`src/hw/rtl/fsba_pkg.sv`:
```
// shared constants, codes and record types of the fixed-size block allocator
package fsba_pkg;

    // pool geometry; the widths of the page and index fields follow from it
    localparam int unsigned MAX_PAGES  = 16;
    localparam int unsigned MAX_BLOCKS = 1024;
    localparam int unsigned PAGE_W     = $clog2(MAX_PAGES);
    localparam int unsigned IDX_W      = $clog2(MAX_BLOCKS);
    localparam int unsigned CNT_W      = IDX_W + 1;
    localparam int unsigned STORE_AW   = PAGE_W + IDX_W;
    localparam int unsigned STATUS_W   = 2;

    // end of a free list, and blocks per page after reset
    localparam logic [CNT_W-1:0] END_MARK  = '1;
    localparam logic [CNT_W-1:0] BPP_RESET = CNT_W'(MAX_BLOCKS);

    // operation codes
    localparam logic OP_ALLOC = 1'b0;
    localparam logic OP_FREE  = 1'b1;

    // status codes
    localparam logic [STATUS_W-1:0] ST_OK     = 2'd0;
    localparam logic [STATUS_W-1:0] ST_REJECT = 2'd1;
    localparam logic [STATUS_W-1:0] ST_NOMEM  = 2'd2;

    // one page record: free list head, initialised count and ring links
    typedef struct packed {
        logic [CNT_W-1:0]  cursor;
        logic [CNT_W-1:0]  init_cnt;
        logic [PAGE_W-1:0] nxt;
        logic [PAGE_W-1:0] prv;
    } t_page;

    // write port of the page table
    typedef struct packed {
        logic              en;
        logic [PAGE_W-1:0] addr;
        t_page             data;
    } t_page_wr;

    // write port of the next-free store
    typedef struct packed {
        logic                en;
        logic [STORE_AW-1:0] addr;
        logic [CNT_W-1:0]    data;
    } t_store_wr;

endpackage

```
`src/hw/rtl/fsba_page_mem.sv`:
```
// page table: one record per page, registered read
module fsba_page_mem (
    input  logic                        i_clk,
    input  fsba_pkg::t_page_wr          i_wr,
    input  logic [fsba_pkg::PAGE_W-1:0] i_raddr,
    output fsba_pkg::t_page             o_rdata
);
    import fsba_pkg::*;

    t_page r_mem [MAX_PAGES];
    t_page r_rdata;

    // one write and one read a cycle
    always_ff @(posedge i_clk) begin
        if (i_wr.en) begin
            r_mem[i_wr.addr] <= i_wr.data;
        end
        r_rdata <= r_mem[i_raddr];
    end

    assign o_rdata = r_rdata;

endmodule

```
`config.mk`:
```
export PLATFORM = sky130hd
export DESIGN_NAME = fsba_page_mem
export DESIGN_NICKNAME = d
export VERILOG_FILES = /design/src/hw/rtl/fsba_pkg.sv /design/src/hw/rtl/fsba_page_mem.sv
export SDC_FILE = /design/constraint.sdc
export NUM_CORES = 1
export LEC_CHECK = 0
export BUFFER_PORTS_ARGS = -buffer_cell sky130_fd_sc_hd__buf_2
export CAP_MARGIN = 30
export CORE_MARGIN = 2
export CORE_UTILIZATION = 35
export CTS_BUF_LIST = sky130_fd_sc_hd__clkbuf_16
export CTS_CLUSTER_DIAMETER = 100
export DETAILED_ROUTE_END_ITERATION = 8
export GPL_TIMING_DRIVEN = 0
export PLACE_DENSITY_LB_ADDON = 0.3
export SYNTH_ARGS = -nofsm -noshare
export SYNTH_HDL_FRONTEND = slang
export SYNTH_SLANG_ARGS = --single-unit
```
`constraint.sdc`:
```
create_clock -name i_clk -period 3.4 [get_ports i_clk]
set_clock_uncertainty 0.05 [all_clocks]
set_input_delay 0.34 -clock i_clk [delete_from_list [all_inputs] [get_ports i_clk]]
set_output_delay 0.34 -clock i_clk [all_outputs]
set_load 0.01 [all_outputs]
```
==> Word level (Yosys, flattened, before mapping) <==
Memories as Yosys holds them, arrays and structs flattened. A register that Yosys moved wholly into a read port is not among the register bits.
Cells that the tools add are included.
W data, S select, Z words.
{ "word_totals": {"elab_cells": 3, "register_bits": 0, "ram_bits": 480, "n_memories": 1} }
{ "op_classes": {"mux": 2} }
{ "memory_table": {"columns": ["name", "depth", "word_bits", "read_ports", "rd_ports_with_merged_regs", "write_ports", "line", "source"], "rows": [
  ["r_mem", 16, 30, 1, 1, 1, "fsba_page_mem.sv:10", "t_page r_mem [MAX_PAGES];"]
]} }
{ "op_table": {"columns": ["cell", "n"], "rows": [
  ["$mux W1", 2]
]} }

==> Depth between registers and ports, before layout <==
{ "depth": {"depth_word": 2, "depth_mapped": 5} }

==> Worst setup path before layout <==
OpenSTA, ideal clock, no wires.
{ "synth_path": {"path_type": "input-to-reg", "from": "in i_wr[32] (netlist bit)", "to": "mem r_mem[0][0] (netlist bit) (enable)", "arrival_ns": 2.924, "t_required_ns": 2.895, "cell_stages": 2, "setup_time_ns": 0.455, "path_slack_ns": -0.029, "path_cell_list": "or3b_2 nor3_1"} }
{ "synth_lines": {"columns": ["element", "line", "source"], "rows": [
  ["from (decl)", "fsba_page_mem.sv:4", "input fsba_pkg::t_page_wr i_wr,"],
  ["to (decl)", "fsba_page_mem.sv:10", null]
]} }
Straight into the memory's write port.

==> Worst setup path after layout <==
{ "layout_path": {"from": "in i_wr[32] (netlist bit)", "to": "mem r_mem[3][16] (netlist bit) (enable)"} }
Straight into the memory's write port.

==> summary.md <==
| Metric | Value |
|---|---|
| DP Cell Count | 1572 |
| Sequential share of the synthesized area | 79.3% |
| Setup crit start | i_wr[32] |
| Total GRT Usage | 14.8% |
| TritonCTS buffer count | 52 |
| Peak supply drop | 325 uV |
| DR vias | 8586 |
| Final period util | 50.3% |
| TritonRoute pass-1 iters | 5 |
| Crit path DAT | 1930 ps |
| Tmin final | 1710 ps |
| DP Wirelength | 25200 um |
| Type of the most critical hold path | input port to register |
| Initial core utilization | 35.3% |
| Syn-to-layout area delta | 18.0% |
| Reg2reg setup slack | 1890 ps |
| Leakage power | 7.33 nW |
| CTS sink count | 510 |
| Skew-Pair Late Insertion Delay | 570 ps |
| Buffers on Ports | 67 |
| Max-slew violations | 0 |
| Post-DP Area | 0.0207 mm^2 |
| Syn Nets | 825 |
| Largest net degree at the start of global routing | 21 |
| CP startpoint kind | input port |
| Die Y | 237 um |
| #FFs+latches synth | 510 |
| # fillers | 4582 |
| Worst-path clk slew | 60 ps |
| Library cells used by synthesis | 19 |
| Least-Margin Pin Slew | 926 ps |
| CTS resizes | 0 |
| Cell Rows | 85 |
| Share of cells above drive strength 1 | 27.0% |
| Area of the die | 0.0560 mm^2 |
| Placer Congestion | 0.674 |
| Global-route wire length before repair | 60500 um |
| Avg WL per Cell | 24.5 um |
| Synth top area share | 76.1% |
| Cell Pwr Density | 589 mW/mm^2 |
| Post-Syn Area per Cell | 24.1 um^2 |
| Status | finished clean |
| Worst EP required | 3620 ps |
| Area leader, netlist | edfxtp_1 |
| Root Buffer | clkbuf_16 |
| Max Clk Rate | 0.585 GHz |
| Final wirelength | 40900 um |
| I/O pin count | 70 |
| Initial drt markers | 926 |
| Longest Clk Path Bufs | 3 |
| Chip width | 237 um |
| Non-filler instance count after layout | 1668 |
| Design area | 0.0223 mm^2 |
| Critical Path Fanout Max | 18 |
| Synth top area cells | edfxtp_1 76%, mux4_2 7.8%, mux4_1 7.5% |
| CTS tree | built |
| Antenna violations before repair | 3 |
| Postcts setup bufs | 0 |
| Diode count | 0 |
| H-tree Lvls | 2 |
| Warnings from Yosys | 0 |
| Final hold viol count | 0 |
| Type of destination of the critical path | register |
| Final setup fails | 0 |
| Max_slew headroom | 38.3% |
| Remaining DRCs | 0 |
| NumNets Final | 970 |
| Average vias per placed instance | 5.15 |
| GR Overflow Total | 0 |
| Critical path class | input port to register |
| Core area | 0.0537 mm^2 |
| Vias in the first global route | 8826 |
| Antenna Nets Post-Route | 0 |
| Hold Crit Start | i_wr[21] |
| Post-Synthesis Cells | 785 |
| Max cap viols | 0 |
| Hold bufs inserted after CTS | 0 |
| RSZ-0062 raised after global routing | false |
| Reg-to-Reg Start | r_mem[11][19] |
| Hold slack | 82.2 ps |
| Mapped Area | 0.0189 mm^2 |
## sequential cells by signal, summed over array words and instances (netlist names)
name,flops
r_mem,480
o_rdata,30
## cell usage in the layout (no fill, tap or decap), types with 8 or more instances in the layout
master | Yosys | routed
nand2_1 | 31 | 31
buf_2 | 9 | 76
edfxtp_1 | 480 | 480
dfxtp_1 | 30 | 30
a22oi_1 | 60 | 60
inv_1 | 0 | 12
clkinv_1 | 0 | 16
clkbuf_16 | 0 | 53
clkbuf_1 | 15 | 15
mux4_2 | 66 | 66
buf_6 | 1 | 10
nor2_4 | 0 | 12
buf_16 | 0 | 8
mux4_1 | 54 | 54
buf_12 | 10 | 16
## worst max-delay path: stages
cell    delay [ps]
buf_2          120
or3b_2         600
nor2_4         600
buf_16         250
## synthesized netlist by cell type (all sizes together)
master,count
buf,23
mux4,120
or3b,1
nand2b,2
nand2,31
nand3b,2
edfxtp,480
nor2,13
clkbuf,15
and2,1
nor3,4
nand3,1
dfxtp,30
nor2b,2
a22oi,60
## logic make-up (layout without fill, tap and decap cells)
kind of cell / count (synthesis) / after routing / share of synthesized area, %
buffers and inverters: 38 / 225 / 1.71
multiplexers: 120 / 120 / 15.3
flip-flops: 510 / 510 / 79.3
AND/OR/NAND/NOR: 57 / 57 / 1.29
AO/OA/AOI/OAI: 60 / 60 / 2.38
## metrics by stage
stage	util (%)	power [W]	setup slack, ps	setup TNS, ps
floorplan	-	0.00755	271	0
global placement	37.5	0.00784	-2510	-463590
detailed placement	38.6	0.00788	1090	0
CTS	41.6	0.0133	1720	0
global route	41.6	0.0136	1650	0
finish	41.6	0.0132	1690	0
## layout make-up
class,instances,area (um^2),share of cell area (%)
buffer,38,324,1.45
clock buffer,53,1330,5.94
clock inverter,43,295,1.32
multi-input combinational,237,3720,16.6
sequential,510,15000,67.2
tap,696,871,3.90
timing repair buffer,91,792,3.55
## worst paths after layout
path	depth (start not counted)	to
min	1	r_mem[13][21]
max reg2reg	3	o_rdata[19]
min reg2reg	3	o_rdata[27]
max	4	r_mem[3][16]
## layer usage
layer	up-vias	part of all wire, %	global-route usage [%]
met1	4617	47	22.1
li1	3709	-	-
met5	-	0.061	0
met2	201	46	22.4
met3	55	4.9	2.67
met4	4	1.8	4.18
## power by group
group          internal (W)  total [W]  switching (W)
combinational      0.000277   0.000669       0.000392
clock               0.00312    0.00543        0.00232
sequential          0.00703    0.00706      0.0000321
No activity file was read; power rests on OpenSTA's default activity.
